File: config.mk
export PLATFORM = sky130hd
export DESIGN_NAME = utf8_character_counter_flat
export DESIGN_NICKNAME = d
export VERILOG_FILES = /design/src/sv/utf8cc_pkg.sv /design/src/sv/utf8cc_ifs.sv /design/src/sv/utf8_character_counter.sv /design/src/flat_wrapper.sv
export SDC_FILE = /design/constraint.sdc
export NUM_CORES = 1
export LEC_CHECK = 0
export ABC_CLOCK_PERIOD_IN_PS = 3740
export CAP_MARGIN = 20
export CORE_AREA = 3 3 115 73
export DETAILED_ROUTE_END_ITERATION = 10
export DIE_AREA = 0 0 118 76
export DONT_BUFFER_PORTS = 1
export SETUP_SLACK_MARGIN = 0.15
export SLEW_MARGIN = 20
export SYNTH_ARGS = -nofsm -noshare
export SYNTH_HDL_FRONTEND = slang
export SYNTH_SLANG_ARGS = --single-unit
File: constraint.sdc
create_clock -name i_clk -period 3.74 [get_ports i_clk]
set_input_delay 0.187 -clock i_clk [delete_from_list [all_inputs] [get_ports i_clk]]
set_output_delay 0.187 -clock i_clk [all_outputs]
set_load 0.01 [all_outputs]
File: src/sv/utf8cc_pkg.sv
// package: field widths and byte class constants for the utf-8 character counter
`timescale 1ns / 1ps
package utf8cc_pkg;

    localparam int unsigned BYTE_W  = 8;
    localparam int unsigned COUNT_W = 16;

    typedef logic [BYTE_W-1:0]  t_byte;
    typedef logic [COUNT_W-1:0] t_count;

    // lead byte bounds
    localparam t_byte LEAD_MIN   = 8'hC2;
    localparam t_byte LEAD_END   = 8'hF5;
    localparam t_byte LEAD3_MIN  = 8'hE0;
    localparam t_byte LEAD4_MIN  = 8'hF0;
    // continuation byte range
    localparam t_byte CONT_MIN   = 8'h80;
    localparam t_byte CONT_END   = 8'hC0;
    // leads with a narrowed second byte
    localparam t_byte LEAD_E0    = 8'hE0;
    localparam t_byte LEAD_ED    = 8'hED;
    localparam t_byte LEAD_F0    = 8'hF0;
    localparam t_byte LEAD_F4    = 8'hF4;
    localparam t_byte CONT_A0    = 8'hA0;
    localparam t_byte CONT_90    = 8'h90;

endpackage

File: src/sv/utf8cc_ifs.sv
// interfaces: byte input channel and count result channel
`timescale 1ns / 1ps
interface utf8cc_byte_if;
    logic                 valid;
    logic                 ready;
    utf8cc_pkg::t_byte    data_byte;
    logic                 last_byte;

    modport source (output valid, output data_byte, output last_byte, input ready);
    modport sink   (input valid, input data_byte, input last_byte, output ready);
endinterface

interface utf8cc_count_if;
    logic                 valid;
    logic                 ready;
    utf8cc_pkg::t_count   char_count;

    modport source (output valid, output char_count, input ready);
    modport sink   (input valid, input char_count, output ready);
endinterface

File: src/sv/utf8_character_counter.sv
// top level: validating utf-8 character counter over a byte stream
//
// i_in carries one byte per transfer with last_byte marking the final byte
// of a buffer. o_out carries one count per buffer, sent after the last byte.
// well-formed utf-8 sequences count as one character; every byte of a broken,
// overlong, surrogate, out-of-range or truncated sequence counts on its own.
// the count saturates at 2^COUNT_BITS-1 and is shown in 16 bits.
// one byte is taken every cycle except while a last byte waits for o_out. a
// byte is captured in the input register, then the decode stage updates the
// held sequence and the count; for a last byte the count lands in the output
// register, which raises o_out.valid.
// when o_out is stalled, bytes without the last mark keep flowing; a last
// byte waits in the input register until the output register frees up.
// reset clears the held sequence, the count and both valid flags.
`timescale 1ns / 1ps
module utf8_character_counter #(
    parameter int unsigned COUNT_BITS = 16
) (
    input  logic                  i_clk,
    input  logic                  i_rst_n,
    utf8cc_byte_if.sink           i_in,
    utf8cc_count_if.source        o_out
);

    typedef logic [COUNT_BITS-1:0] t_cnt;
    localparam t_cnt CNT_MAX = '1;

    // input register
    logic                 r_s1_valid;
    utf8cc_pkg::t_byte    r_s1_byte;
    logic                 r_s1_last;
    // sequence state
    utf8cc_pkg::t_byte    r_held_lead, n_held_lead;
    logic [1:0]           r_held_bytes, n_held_bytes;
    t_cnt                 r_count, n_count;
    // result register
    logic                 r_out_valid;
    utf8cc_pkg::t_count   r_out_count;

    logic                 w_out_free;
    logic                 w_s1_fire;
    logic [2:0]           w_add;
    logic [2:0]           w_seq_len;
    logic [2:0]           w_held_inc;
    logic                 w_is_lead;
    logic                 w_ok;
    logic [COUNT_BITS:0]  w_sum;
    t_cnt                 w_total;
    logic [31:0]          w_total_ext;

    assign w_out_free = !r_out_valid || o_out.ready;
    assign w_s1_fire  = r_s1_valid && (!r_s1_last || w_out_free);
    assign i_in.ready = !r_s1_valid || w_s1_fire;

    always_comb begin
        w_is_lead = (r_s1_byte >= utf8cc_pkg::LEAD_MIN) && (r_s1_byte < utf8cc_pkg::LEAD_END);

        if (r_held_lead < utf8cc_pkg::LEAD3_MIN) begin
            w_seq_len = 3'd2;
        end else if (r_held_lead < utf8cc_pkg::LEAD4_MIN) begin
            w_seq_len = 3'd3;
        end else begin
            w_seq_len = 3'd4;
        end
        w_held_inc = {1'b0, r_held_bytes} + 3'd1;

        w_ok = (r_s1_byte >= utf8cc_pkg::CONT_MIN) && (r_s1_byte < utf8cc_pkg::CONT_END);
        // second byte limits for overlong, surrogate and above-range forms
        if (r_held_bytes == 2'd1) begin
            if (r_held_lead == utf8cc_pkg::LEAD_E0 && r_s1_byte < utf8cc_pkg::CONT_A0)
                w_ok = 1'b0;
            if (r_held_lead == utf8cc_pkg::LEAD_ED && r_s1_byte >= utf8cc_pkg::CONT_A0)
                w_ok = 1'b0;
            if (r_held_lead == utf8cc_pkg::LEAD_F0 && r_s1_byte < utf8cc_pkg::CONT_90)
                w_ok = 1'b0;
            if (r_held_lead == utf8cc_pkg::LEAD_F4 && r_s1_byte >= utf8cc_pkg::CONT_90)
                w_ok = 1'b0;
        end

        n_held_lead  = r_held_lead;
        n_held_bytes = r_held_bytes;
        w_add        = 3'd0;

        if (r_held_bytes == 2'd0 || !w_ok) begin
            // held bytes of a broken sequence each count once
            w_add = {1'b0, r_held_bytes};
            if (w_is_lead) begin
                n_held_lead  = r_s1_byte;
                n_held_bytes = 2'd1;
            end else begin
                n_held_lead  = '0;
                n_held_bytes = 2'd0;
                w_add        = w_add + 3'd1;
            end
        end else if (w_held_inc >= w_seq_len) begin
            w_add        = 3'd1;
            n_held_lead  = '0;
            n_held_bytes = 2'd0;
        end else begin
            n_held_bytes = w_held_inc[1:0];
        end

        // truncated sequence at end of buffer
        if (r_s1_last) begin
            w_add        = w_add + {1'b0, n_held_bytes};
            n_held_lead  = '0;
            n_held_bytes = 2'd0;
        end

        w_sum   = {1'b0, r_count} + (COUNT_BITS+1)'(w_add);
        w_total = w_sum[COUNT_BITS] ? CNT_MAX : w_sum[COUNT_BITS-1:0];
        n_count = r_s1_last ? '0 : w_total;
    end

    assign w_total_ext = 32'(w_total);

    always_ff @(posedge i_clk) begin
        if (!i_rst_n) begin
            r_s1_valid   <= 1'b0;
            r_held_lead  <= '0;
            r_held_bytes <= 2'd0;
            r_count      <= '0;
            r_out_valid  <= 1'b0;
        end else begin
            if (i_in.ready) begin
                r_s1_valid <= i_in.valid;
            end
            if (w_s1_fire) begin
                r_held_lead  <= n_held_lead;
                r_held_bytes <= n_held_bytes;
                r_count      <= n_count;
            end
            if (w_s1_fire && r_s1_last) begin
                r_out_valid <= 1'b1;
            end else if (o_out.ready) begin
                r_out_valid <= 1'b0;
            end
        end
    end

    always_ff @(posedge i_clk) begin
        if (i_in.ready && i_in.valid) begin
            r_s1_byte <= i_in.data_byte;
            r_s1_last <= i_in.last_byte;
        end
        if (w_s1_fire && r_s1_last) begin
            r_out_count <= w_total_ext[utf8cc_pkg::COUNT_W-1:0];
        end
    end

    assign o_out.valid      = r_out_valid;
    assign o_out.char_count = r_out_count;

`ifndef ASSERT_OFF
    a_held_lead_valid: assert property (@(posedge i_clk) disable iff (!i_rst_n)
        r_held_bytes != 2'd0 |->
            (r_held_lead >= utf8cc_pkg::LEAD_MIN && r_held_lead < utf8cc_pkg::LEAD_END))
        else $error("held sequence without a valid lead byte");

    a_idle_lead_clear: assert property (@(posedge i_clk) disable iff (!i_rst_n)
        r_held_bytes == 2'd0 |-> r_held_lead == '0)
        else $error("lead byte kept with no sequence pending");

    a_three_held_four_byte: assert property (@(posedge i_clk) disable iff (!i_rst_n)
        r_held_bytes == 2'd3 |-> r_held_lead >= utf8cc_pkg::LEAD4_MIN)
        else $error("three bytes held for a short sequence");

    a_end_clears: assert property (@(posedge i_clk) disable iff (!i_rst_n)
        (w_s1_fire && r_s1_last) |=> (r_held_bytes == 2'd0 && r_count == '0 && r_out_valid))
        else $error("end of buffer did not clear state and post a count");
`endif

endmodule

File: src/flat_wrapper.sv
// flat-port wrapper written by rule: the top's interface ports become plain ports
module utf8_character_counter_flat 
#(
    parameter int unsigned COUNT_BITS = 16
)
  (i_clk, i_rst_n, i_in_valid, i_in_data_byte, i_in_last_byte, i_in_ready, o_out_valid, o_out_char_count, o_out_ready);
  utf8cc_byte_if i_in_i ();
  utf8cc_count_if o_out_i ();
  input  logic i_clk;
  input  logic i_rst_n;
  input wire logic [$bits(i_in_i.valid)-1:0] i_in_valid;
  input wire logic [$bits(i_in_i.data_byte)-1:0] i_in_data_byte;
  input wire logic [$bits(i_in_i.last_byte)-1:0] i_in_last_byte;
  output wire logic [$bits(i_in_i.ready)-1:0] i_in_ready;
  output wire logic [$bits(o_out_i.valid)-1:0] o_out_valid;
  output wire logic [$bits(o_out_i.char_count)-1:0] o_out_char_count;
  input wire logic [$bits(o_out_i.ready)-1:0] o_out_ready;
  assign i_in_i.valid = i_in_valid;
  assign i_in_i.data_byte = i_in_data_byte;
  assign i_in_i.last_byte = i_in_last_byte;
  assign i_in_ready = i_in_i.ready;
  assign o_out_valid = o_out_i.valid;
  assign o_out_char_count = o_out_i.char_count;
  assign o_out_i.ready = o_out_ready;
  utf8_character_counter #(.COUNT_BITS(COUNT_BITS)) u_core (.i_clk(i_clk), .i_rst_n(i_rst_n), .i_in(i_in_i), .o_out(o_out_i));
endmodule
# Word-level counts from Yosys, hierarchy flattened

Cells that the tools add are included.

Bits in registers: 53
Bits of input ports: 13
Output and inout port bits: 18
Word-level logic and storage cells: 71

Add/sub/neg operators: 3
Order comparisons: 11
Equal/unequal tests: 5
Multiplexer cells: 23
Reduce and logical (&&, ||, !) cells: 21

Operators by type and width:

| cell                | count |
|---|---|
| $lt 8x8->1 const B  | 6 |
| $eq 8x8->1 const B  | 4 |
| $ge 8x8->1 const B  | 4 |
| $mux 16             | 2 |
| $mux 8              | 4 |
| $add 16x3->17       | 1 |
| $mux 3              | 5 |
| $logic_and 1x1->1   | 9 |
| $mux 1              | 9 |
| $mux 2              | 3 |
| $logic_not 1->1     | 4 |
| $logic_or 1x1->1    | 4 |
| $add 2x1->3 const B | 1 |
| $add 3x2->3         | 1 |
| $ge 3x3->1          | 1 |
| $reduce_bool 3->1   | 1 |
| $eq 2x1->1 const B  | 1 |
| $logic_not 2->1     | 1 |
| $reduce_and 2->1    | 1 |
| $reduce_bool 2->1   | 1 |

# Logic depth before layout (Yosys ltp)

Gate-level depths: netlist of run 1.

Word-level depth: 15
Depth in mapped cells: 19
Mapped depth without buffers: 19

# Worst setup path before layout of run 1

Ideal clock, no wire load.

Kind: flip-flop to flip-flop
Start point: register u_core.r_held_bytes[0]
End point: register u_core.r_out_count[10], in the netlist u_core.o_out.char_count[10] (data pin)
Setup time: 260 ps
Arrival: 3836 ps
Data required time: 3480 ps
Slack: -356 ps
Stages on the path, launching flop included: 19
Path buffers: 0
Clock period less this slack: 4096 ps
Path through: dfxtp_1 > inv_1 > ha_1 > ha_1 > a21o_1 > a21o_1 > o41ai_1 > ha_1 > nand2_1 > o41a_1 > o31ai_1 > ha_1 > inv_1 > fa_1 > nor2b_1 > o21ai_0 > nor3_1 > nand2_1 > mux2_2

Cells in the longest elaborated chain, start to end: 9
Elaborated cells on any way between the ends: 16
Those cells by class: 3 x add/sub; 1 x order compare; 1 x eq/ne; 8 x mux; 3 x reduce/logical

RTL lines:

| item                                                | line                          | RTL |
|---|---|---|
| start, declared                                     | utf8_character_counter.sv:34  | `logic [1:0] r_held_bytes, n_held_bytes;` |
| start signal, assigned                              | utf8_character_counter.sv:130 | `r_held_bytes <= n_held_bytes;` |
| branches (longest 6 deep; another with $add 2x1->3) | n/a                           |  |
| $mux 3 (*)                                          | utf8_character_counter.sv:104 | `if (r_s1_last) begin` |
| $add 16x3->17 (*)                                   | utf8_character_counter.sv:110 | `w_sum = {1'b0, r_count} + (COUNT_BITS+1)'(w_add);` |
| $mux 16 (*)                                         | utf8_character_counter.sv:111 | `w_total = w_sum[COUNT_BITS] ? CNT_MAX : w_sum[COUNT_BITS-1:0];` |
| named net u_core.w_total[10]                        | utf8_character_counter.sv:48  | `t_cnt w_total;` |
| end signal, assigned                                | utf8_character_counter.sv:147 | `r_out_count <= w_total_ext[utf8cc_pkg::COUNT_W-1:0];` |
| end, declared                                       | utf8_character_counter.sv:38  | `utf8cc_pkg::t_count r_out_count;` |

Mark *: on every way through the listed nets, which the timed path passes.
A chain may end at the register's enable or synchronous reset.

# Worst setup path in the final report of run 1

Start point: register u_core.r_s1_byte[3]
End point: register u_core.r_out_count[10], in the netlist u_core.o_out.char_count[10] (data pin)

Cells in the longest elaborated chain, start to end: 14
Elaborated cells on any way between the ends: 29
Those cells by class: 2 x add/sub; 8 x order compare; 11 x mux; 8 x reduce/logical

RTL lines:

| item                                        | line                                                       | RTL |
|---|---|---|
| start, declared                             | utf8_character_counter.sv:30                               | `utf8cc_pkg::t_byte r_s1_byte;` |
| start signal, assigned                      | utf8_character_counter.sv:143                              | `r_s1_byte <= i_in.data_byte;` |
| $ge 8x8->1 (tied with other cells)          | utf8_character_counter.sv:67                               | `w_ok = (r_s1_byte >= utf8cc_pkg::CONT_MIN) && (r_s1_byte < utf8cc_pkg::CONT_END);` |
| $logic_and 1x1->1, on equally long branches | utf8_character_counter.sv:67, utf8_character_counter.sv:70 |  |
| $mux 1                                      | utf8_character_counter.sv:70                               | `if (r_held_lead == utf8cc_pkg::LEAD_E0 && r_s1_byte < utf8cc_pkg::CONT_A0)` |
| $mux 1                                      | utf8_character_counter.sv:72                               | `if (r_held_lead == utf8cc_pkg::LEAD_ED && r_s1_byte >= utf8cc_pkg::CONT_A0)` |
| $mux 1                                      | utf8_character_counter.sv:74                               | `if (r_held_lead == utf8cc_pkg::LEAD_F0 && r_s1_byte < utf8cc_pkg::CONT_90)` |
| $mux 1                                      | utf8_character_counter.sv:76                               | `if (r_held_lead == utf8cc_pkg::LEAD_F4 && r_s1_byte >= utf8cc_pkg::CONT_90)` |
| $mux 1                                      | utf8_character_counter.sv:69                               | `if (r_held_bytes == 2'd1) begin` |
| $logic_not 1->1                             | utf8_character_counter.sv:84                               | `if (r_held_bytes == 2'd0 \|\| !w_ok) begin` |
| $logic_or 1x1->1                            | utf8_character_counter.sv:84                               |  |
| $mux 3 / $mux 2 (equally long branches)     | utf8_character_counter.sv:84                               |  |
| $add 3x2->3                                 | utf8_character_counter.sv:105                              | `w_add = w_add + {1'b0, n_held_bytes};` |
| $mux 3 (*)                                  | utf8_character_counter.sv:104                              |  |
| $add 16x3->17 (*)                           | utf8_character_counter.sv:110                              |  |
| $mux 16 (*)                                 | utf8_character_counter.sv:111                              |  |
| named net u_core.w_total[10]                | utf8_character_counter.sv:48                               |  |

The timed path passes the listed nets; every way through them passes the cells marked *.

==> out/qor.yml, run 1 <==
core_area_sq_um: 7300
synth_cells: 280
area_growth_pct: 40.9
cts_root_buffer: "clkbuf_16"
powerDensity_nw_per_um2: 325
ant_nets: 0
slew_violations: 0
route.detailed.drc: 0
yosys.area.top_type: "edfxtp_1"
maxCapViolations: 0
initial_utilization_pct: 38.2
required_ps: 3790
die_h_um: 76
cp_num_buf_inv: 1
power_leakage_nw: 1.52
numCtsBuffers: 5
grt_overflow_total: 0
grt_pass1_wl_um: 12000
num_vias: 2466
clk_pin_slew_worst_paths_ps: 70
grt_pass1_vias: 2294
crit_type: "reg -> reg"
clock_sinks: 53
wire_per_inst_um: 17.1
antenna_found_initial: 0
skew_ps: 4.90
firstDrtPassIters: 4
ys_async_sr_fraction_pct: 0
violations: "setup timing"
finalWorstSetupSlack_ps: -101
grt_max_degree: 19
r2r_slack_ps: -100
track_usage_pct: 16.6
critPathLaunchType: "flop"
hp-class: "in -> reg"
max_slew.worst_pin.slew_ps: 1040
maxSlewHeadroom_pct: 30.0
clock_latency_ps: 300
synth_top_cells_by_area: "edfxtp_1 (27%), dfxtp_1 (20%), ha_1 (4.9%), nand2_1 (3.9%), nor2_1 (3.0%)"
final_nets: 370
htree_levels: 2
grt_setup_unrepaired: "true"
dp_cells: 415
yosysUniqueCellTypes: 60
cp_max_fo: 4
row_count: 24
fp.dieArea_sq_um: 8970
syn_area_per_cell_sq_um: 9.96
ios: 31
netlist_area_sq_um: 2790
max-vdd-ir-drop_v: 0.000232
antenna_cells: 0
final_area_sq_um: 3930
hold_viol_final: 0
synth_fp_nets: 305
yosysWarnings: 0
cp_common_cell: "ha_2"
routabilityCongestion: 0.892
io_buffers: 0
cp.arrival_ps: 3890
critPathCaptureType: "flop"
dp_slack_ps: -173
yosysTopAreaCellShare_pct: 26.9
synth_top_cells_by_count: "nand2_1 (29), dfxtp_1 (28), edfxtp_1 (25), nor2_1 (22), a21oi_1 (13)"
min_period_ps: 3840
synthFlopType: "dfxtp_1"
timing.final.crit_share_pct: 103
cp_slowest_cell: "or4_4"
drt_iter0_markers: 111
cts_tree: "yes"
drive_above_1_share_pct: 39.6
fin_total_pwr_mw: 1.28
holdWs_ps: 56.3
synth_edf_count: 25
cts_buffer_depth: 2
ys_seq_area_share_pct: 47.0
outcome: "complete, but fails checks"
slowest_delay_ps: 570
setup_violations: 11
wl_um: 7670
critPathTopFamily: "simple AND/OR/NAND/NOR gates"
post-synth-top-count-cell: "nand2_1"
dpl_cell_area_sq_um: 3280
finalNonFillerCells: 450
vias_per_cell: 5.48
fmax_ghz: 0.260
ys_ff_latch: 53
die_x_um: 118
place_hpwl_um: 5020
path_cells: "or4_4 -> nor2_4 -> or3_4 -> xnor2_2 -> mux2i_1 -> ha_2 -> nand2_2 -> o41a_1 -> o31ai_2 -> ha_2 -> inv_2 -> fa_2 -> nor2b_4 -> o21ai_2 -> nor3_2 -> nand2_1 -> mux2_4"
==> kinds of logic (layout without fill, tap and decap cells) <==
| family | Yosys count | in the layout | synth area share, % |
|---|---|---|---|
| AOI/OAI and AO/OA | 75 | 75 | 20.3 |
| buffers and inverters | 21 | 86 | 2.96 |
| DFF | 53 | 53 | 47.0 |
| adders and majority gates | 12 | 12 | 5.65 |
| and+or+nand+nor | 102 | 103 | 18.4 |
| xor gates and xnor gates | 11 | 11 | 3.45 |
| muxes | 6 | 6 | 2.20 |
==> layout by cell type, fill, tap and decap left out, types with 4 or more instances in the layout <==
cell type and n:
a21o_1 5, a21oi_1 8, a21oi_2 4, a22o_1 6, a31oi_1 4, buf_4 49
buf_6 9, clkbuf_16 5, dfxtp_1 23, dfxtp_2 4, dlygate4sd3_1 9, edfxtp_1 25
ha_1 6, inv_1 8, mux2i_1 5, nand2_1 27, nand2b_1 4, nand3_1 9
nand4_1 4, nor2_1 15, nor2_4 5, nor3_1 6, o21ai_2 5, xnor2_1 4
xor2_1 5
==> report_power, final <==
part / internal [mW] / leakage, nW / switching, mW
Combinational: 0.0456 / 0.977 / 0.0504
Clock: 0.321 / 0.0819 / 0.227
Sequential: 0.620 / 0.464 / 0.0132
==> flip-flops by register name, summed over array words and instances (netlist names) <==
register                 flops
u_core.o_out.valid           1
u_core.r_s1_valid            1
u_core.r_count              16
u_core.r_s1_byte             8
u_core.r_held_bytes          2
u_core.o_out.char_count     16
u_core.r_s1_last             1
u_core.r_held_lead           8
==> worst paths after layout <==
path	startpoint	to	depth (start not counted)
min	i_in_valid	u_core.r_s1_valid	2
min reg2reg	u_core.r_held_lead[6]	u_core.r_held_lead[6]	1
max reg2reg	u_core.r_s1_byte[3]	u_core.o_out.char_count[10]	17
max	u_core.r_s1_byte[3]	u_core.o_out.char_count[10]	17
==> metal layers <==
metal	part of all wire [%]	track usage (%)	wire (um)
met1	51	26.2	3940
met2	41	21.5	3130
met4	0.87	4.21	67
met3	7.0	4.97	540
met5	0	0	0
==> area by class of cell <==
type / count / area, sq um
clock buffer: 5 / 125
inverter: 11 / 43.8
multi-input combinational: 207 / 1700
tap: 104 / 130
timing repair buffer: 67 / 559
sequential: 53 / 1320
clock inverter: 3 / 48.8
fill: 632 / 3370
==> metrics by stage <==
stage                     TNS [ps]  utilization [%]
after floorplan                  0                -
after global placement        -244             44.9
after detailed placement      -708             44.9
after CTS                     -254             51.3
after global routing         -7230             53.9
final                         -376             53.9
==> repair_timing <==
action | CTS | global route
gates cloned | 1 | 0
setup buffers | 9 | 8
hold buffers | 9 | 0
endpoints found under the hold margin | 9 | 0
resized for setup | 35 | 33
pin swaps | 19 | 28
endpoints found under the setup margin | 32 | 32
(Power assumes the default switching activity.)
==> inputs of run 2 (changes only) <==
Settings changed: CORE_AREA 3 3 115 73 to 3 3 108 69, DIE_AREA 0 0 118 76 to 0 0 111 72.
==> out/qor.yml, run 2 (same netlist as run 1, synthesis figures left out) <==
path_depth: 18  # +1
crit_type: "reg -> reg"
wl_met2_um: 3090  # -1.2%
cp.arrival_ps: 3930  # +40 ps
clock_latency_ps: 310  # about the same
initial_utilization_pct: 42.7  # +4.5 points
grt_overflow_total: 0  # unchanged
area_growth_pct: 36.2
p_clk_share_pct: 32.7  # -10 points
grt_max_degree: 20  # +1
clk_pin_slew_worst_paths_ps: 110  # +40 ps
routabilityCongestion: 0.855  # -4.1%
top_layer: "met4"
fin_total_pwr_mw: 1.08  # -15%
maxCapViolations: 0  # unchanged
hp-start: "i_rst_n"
io_buffers: 0  # unchanged
finalWorstSetupSlack_ps: -110  # -9.55 ps
route.met3.wl_um: 473  # -12%
r2r_slack_ps: -110  # about the same
required_ps: 3820  # +30 ps
drt_iter0_markers: 133  # +20%
grt_setup_unrepaired: "true"
fp.dieArea_sq_um: 7990  # -11%
cp_max_fo: 5  # +1
hp-class: "in -> reg"
r2r-end: "u_core.o_out.char_count[14]"
fillCellCount: 563  # -11%
power_leakage_nw: 1.46  # -4.2%
antenna_cells: 0  # unchanged
cts_root_buffer: "clkbuf_8"
max_slew.worst_pin.slew_ps: 880  # -161 ps
place_hpwl_um: 5090  # +1.4%
met1Wirelength_um: 3960  # +0.48%
maxSlewHeadroom_pct: 41.1  # +11 points
powerDensity_nw_per_um2: 284  # -13%
track_usage_pct: 18.6  # +1.9 points
clock_sinks: 53  # unchanged
final_cell_mix: "buf_4 (45), edfxtp_1 (25), nand2_1 (24), dfxtp_1 (24), nor2_1 (16)"
numCtsBuffers: 5  # unchanged
num_vias: 2427  # -1.6%
die_x_um: 111  # -5.9%
p_sw_share_pct: 25.6  # +2.8 points
route.detailed.drc: 0  # unchanged
dpl_cell_area_sq_um: 3240  # -1.1%
power.switching_uw: 276  # -5.2%
ant_nets: 0  # unchanged
timing.final.crit_share_pct: 103  # +0.26 points
reg2reg_from: "u_core.r_held_lead[4]"
wire_per_inst_um: 17.6  # +3.3%
drive_above_1_share_pct: 38.3  # -1.3 points
skew_ps: 11.1  # +6.20 ps
die_h_um: 72  # -5.3%
ios: 31  # unchanged
outcome: "complete, but fails checks"
cp_num_buf_inv: 2  # +1
vias_per_cell: 5.66  # +3.2%
crit_end: "u_core.o_out.char_count[14]"
min_period_ps: 3850  # +9.55 ps
critPathLaunchType: "flop"
grt_pass1_wl_um: 11800  # -1.7%
p_seq_share_pct: 58.6  # +9.0 points
holdWs_ps: 64.7  # +8.39 ps
slew_violations: 0  # unchanged
startpoint: "u_core.r_held_lead[4]"
fmax_ghz: 0.260  # -0.25%
grt_pass1_vias: 2272  # -0.96%
path_cells: "nand4_1 -> inv_1 -> ha_4 -> a21o_1 -> a21o_1 -> o41ai_2 -> ha_2 -> nand2_1 -> o41a_1 -> o31ai_2 -> ha_2 -> inv_2 -> fa_2 -> nor2b_4 -> o2111ai_4 -> nor2_4 -> and4b_1 -> nor2_1"
reg2regPathDepth: 18  # +1
antenna_found_initial: 0  # unchanged
core_area_sq_um: 6530  # -10%
slowest_delay_ps: 410  # -160 ps
layout_commonest_cell: "buf_4"
final_nets: 366  # -1.1%
power_frac_comb_pct: 8.7  # +1.2 points
hold_viol_final: 0  # unchanged
firstDrtPassIters: 4  # unchanged
critPathCaptureType: "flop"
cts_buffer_depth: 2  # unchanged
cp_slowest_cell: "dfxtp_1"
multi_input_comb_area_sq_um: 1700  # -0.44%
critPathTopFamily: "compound AO/OA/AOI/OAI gates"
max-vdd-ir-drop_v: 0.000245  # +5.5%
internal-power_uw: 803  # -19%
cts_tree: "yes"
violations: "setup timing"
setup_violations: 22  # +11
htree_levels: 2  # unchanged
seqCellArea_sq_um: 1320  # about the same
final_area_sq_um: 3800  # -3.4%
wl_um: 7560  # -1.5%
row_count: 23  # -4.2%
## run 2: changes by cell type in the layout (fill, tap and decap cells not counted), sizes merged
cell	before	now
clkinv	0	3
bufinv	1	0
dlygate4sd3	9	10
inv	12	11
buf	58	53
clkinvlp	1	0
## run 2: repair_timing
item                                    CTS  global route
gates resized for setup                  22            41
pin swaps                                 9            28
buffers inserted                          7             7
hold endpoints to repair                  9             1
gates cloned                              0             1
hold buffers                              9             1
endpoints found under the setup margin   32            32
## run 2: layer usage
metal	GRT usage, %	vias to the layer above
li1	-	1176
met1	29.7	1176
met2	24.7	71
met3	4.83	4
met4	3.55	0
met5	0	-
## run 2: metrics by stage
step	cells	util (%)	setup WS [ps]	TNS, ps
6_report	429	58.1	-110	-1330
5_1_grt	429	58.1	-335	-7880
4_1_cts	420	54.8	-50.8	-144
3_5_place_dp	396	49.6	-144	-1060
3_3_place_gp	396	49.6	-41.8	-171
2_1_floorplan	280	-	78.8	0
## run 2: worst min-delay path by stage
stage | endpoint | slack, ps | depth (start not counted)
6_report | u_core.r_count[15] | 60 | 2
5_1_grt | u_core.r_count[15] | 70 | 2
4_1_cts | u_core.r_s1_valid | 2 | 2
3_5_place_dp | u_core.r_s1_byte[4] | 290 | 0
3_3_place_gp | u_core.r_s1_byte[5] | 290 | 0
2_1_floorplan | u_core.r_s1_byte[0] | 290 | 0
## run 2: layout make-up
type | count | share of cell area [%]
Multi-Input combinational cell | 207 | 44.6
Sequential cell | 53 | 34.7
Timing Repair Buffer | 63 | 13.9
Tap cell | 87 | 2.87
Clock buffer | 5 | 1.81
Inverter | 11 | 1.15
Clock inverter | 3 | 0.890
## run 2: power by group through the flow
stage / Combinational, mW / Sequential (mW) / Clock [mW]
floorplan: 0.0456 / 0.643 / 0
CTS: 0.0857 / 0.632 / 0.365
detailed placement: 0.0709 / 0.645 / 0
finish: 0.0934 / 0.633 / 0.353
global route: 0.103 / 0.634 / 0.395
global placement: 0.0696 / 0.646 / 0
==> inputs of run 3 (changes only) <==
Settings changed: ABC_CLOCK_PERIOD_IN_PS 3740 to 4260, SETUP_SLACK_MARGIN 0.15 to 0.2.
Clock period 3.74 ns to 4.26 ns, I/O delays scaled along.
==> out/qor.yml, run 3 (same netlist as run 1, synthesis figures left out) <==
routabilityCongestion: 0.885  # +3.5%
required_ps: 4500  # +680 ps
hp-start: "i_in_valid"
grt_overflow_total: 0  # unchanged
grt_setup_unrepaired: "true"
dpl_cell_area_sq_um: 2910  # -10%
grt_max_degree: 19  # -5.0%
fp.dieArea_sq_um: 7990  # unchanged
grt_pass1_wl_um: 10500  # -11%
layout_commonest_cell: "nand2_1"
wl_um: 6720  # -11%
cts_buffer_depth: 2  # unchanged
final_area_sq_um: 3370  # -11%
cp.arrival_ps: 4190  # +260 ps
die_x_um: 111  # unchanged
max_slew.worst_pin.slew_ps: 904  # +24.5 ps
fillCellCount: 579  # +2.8%
ios: 31  # unchanged
cp_max_fo: 4  # -1
cts_root_buffer: "clkbuf_8"
max-vdd-ir-drop_v: 0.000203  # -17%
min_period_ps: 3960  # +105 ps
track_usage_pct: 16.5  # -2.1 points
skew_ps: 9.54  # -1.56 ps
fmax_ghz: 0.253  # -2.7%
cts_tree: "yes"
crit_type: "reg -> reg"
row_count: 23  # unchanged
antenna_cells: 0  # unchanged
reg2reg_from: "u_core.r_held_bytes[0]"
tns_ps: 0  # +1330 ps
dp_cells: 364  # -8.1%
final_cell_mix: "nand2_1 (28), edfxtp_1 (25), dfxtp_1 (23)"
die_h_um: 72  # unchanged
firstDrtPassIters: 4  # unchanged
num_vias: 2257  # -7.0%
setup_violations: 0  # -100%
slew_violations: 0  # unchanged
ant_nets: 0  # unchanged
grt_pass1_vias: 1999  # -12%
route.detailed.drc: 0  # unchanged
drive_above_1_share_pct: 24.6  # -14 points
final_nets: 329  # -10%
power_leakage_nw: 1.27  # -13%
multi_input_comb_area_sq_um: 1560  # -7.7%
htree_levels: 2  # unchanged
hold_viol_final: 0  # unchanged
clock_latency_ps: 310  # about the same
finalNonFillerCells: 392  # -8.6%
maxCapViolations: 0  # unchanged
antenna_found_initial: 0  # unchanged
clock_sinks: 53  # unchanged
critPathLaunchType: "flop"
initial_utilization_pct: 42.7  # unchanged
vias_per_cell: 5.76  # +1.8%
critPathCaptureType: "flop"
seqCellArea_sq_um: 1320  # about the same
area_growth_pct: 21.0
clk_pin_slew_worst_paths_ps: 100  # about the same
io_buffers: 0  # unchanged
hp-class: "in -> reg"
place_hpwl_um: 4590  # -9.7%
startpoint: "u_core.r_held_bytes[0]"
drt_iter0_markers: 169  # +27%
core_area_sq_um: 6530  # unchanged
powerDensity_nw_per_um2: 290  # +2.2%
numCtsBuffers: 5  # unchanged
maxSlewHeadroom_pct: 39.4  # -1.6 points
wire_per_inst_um: 17.1  # -2.7%
timing.final.crit_share_pct: 92.8  # -10 points
r2r_slack_ps: 300  # +420 ps
outcome: "completed"
## run 3: what timing repair did
action | 4_1_cts | 5_1_grt
resized for setup | 9 | 35
setup endpoints to repair | 29 | 31
setup buffers | 2 | 9
endpoints found under the hold margin | 9 | 0
pin swaps | 2 | 14
hold buffers | 9 | 0
## run 3: per-stage QoR
| stage | power, mW | setup slack [ps] | hold slack, ps | util [%] |
|---|---|---|---|---|
| after floorplan | 0.602 | 237 | 312 | - |
| after global placement | 0.618 | 185 | 312 | 44.6 |
| after detailed placement | 0.617 | 9.90 | 312 | 44.6 |
| after CTS | 0.980 | 206 | 46.6 | 48.7 |
| after global routing | 1.02 | 60.6 | 77.7 | 51.7 |
| final | 0.980 | 305 | 62.2 | 51.7 |
## run 3: path summary, 6_finish.rpt
check	to	depth (start not counted)
hold reg to reg	u_core.r_held_lead[6]	1
setup / recovery	u_core.r_count[15]	16
hold / removal	u_core.r_s1_valid	2
setup reg to reg	u_core.r_count[15]	16
## run 3: cell type report
cell class,instances,area share [%]
multi-input combinational,206,46.3
tap,87,3.23
clock buffer,5,2.04
inverter,11,1.22
clock inverter,3,1.45
timing repair buffer,27,6.67
sequential,53,39.0
## run 3: critical path, cell delays in order (launching register included)
cell and delay, ps:
dfxtp_1 350, inv_2 60, ha_4 250, ha_1 290, a21o_1 190, a21o_1 190, o41ai_2 330, ha_1 210
ha_1 230, nand2_1 90, o31ai_1 80, ha_1 290, a21o_1 140, a21oi_1 140, or4_4 540, or4_1 430
o211ai_2 70
## run 3: where the power goes
group,switching [mW],total [mW],internal (mW)
clock,0.176,0.355,0.179
combinational,0.0368,0.0666,0.0297
sequential,0.0138,0.559,0.545
total,0.226,0.980,0.754
## run 3: layer usage
layer  vias up  wire, um  track usage, %
met2        77      2620            21.8
met3         2       542            4.42
li1       1102         -               -
met4         0        24            3.28
met5         -         0               0
met1      1076      3540            26.5
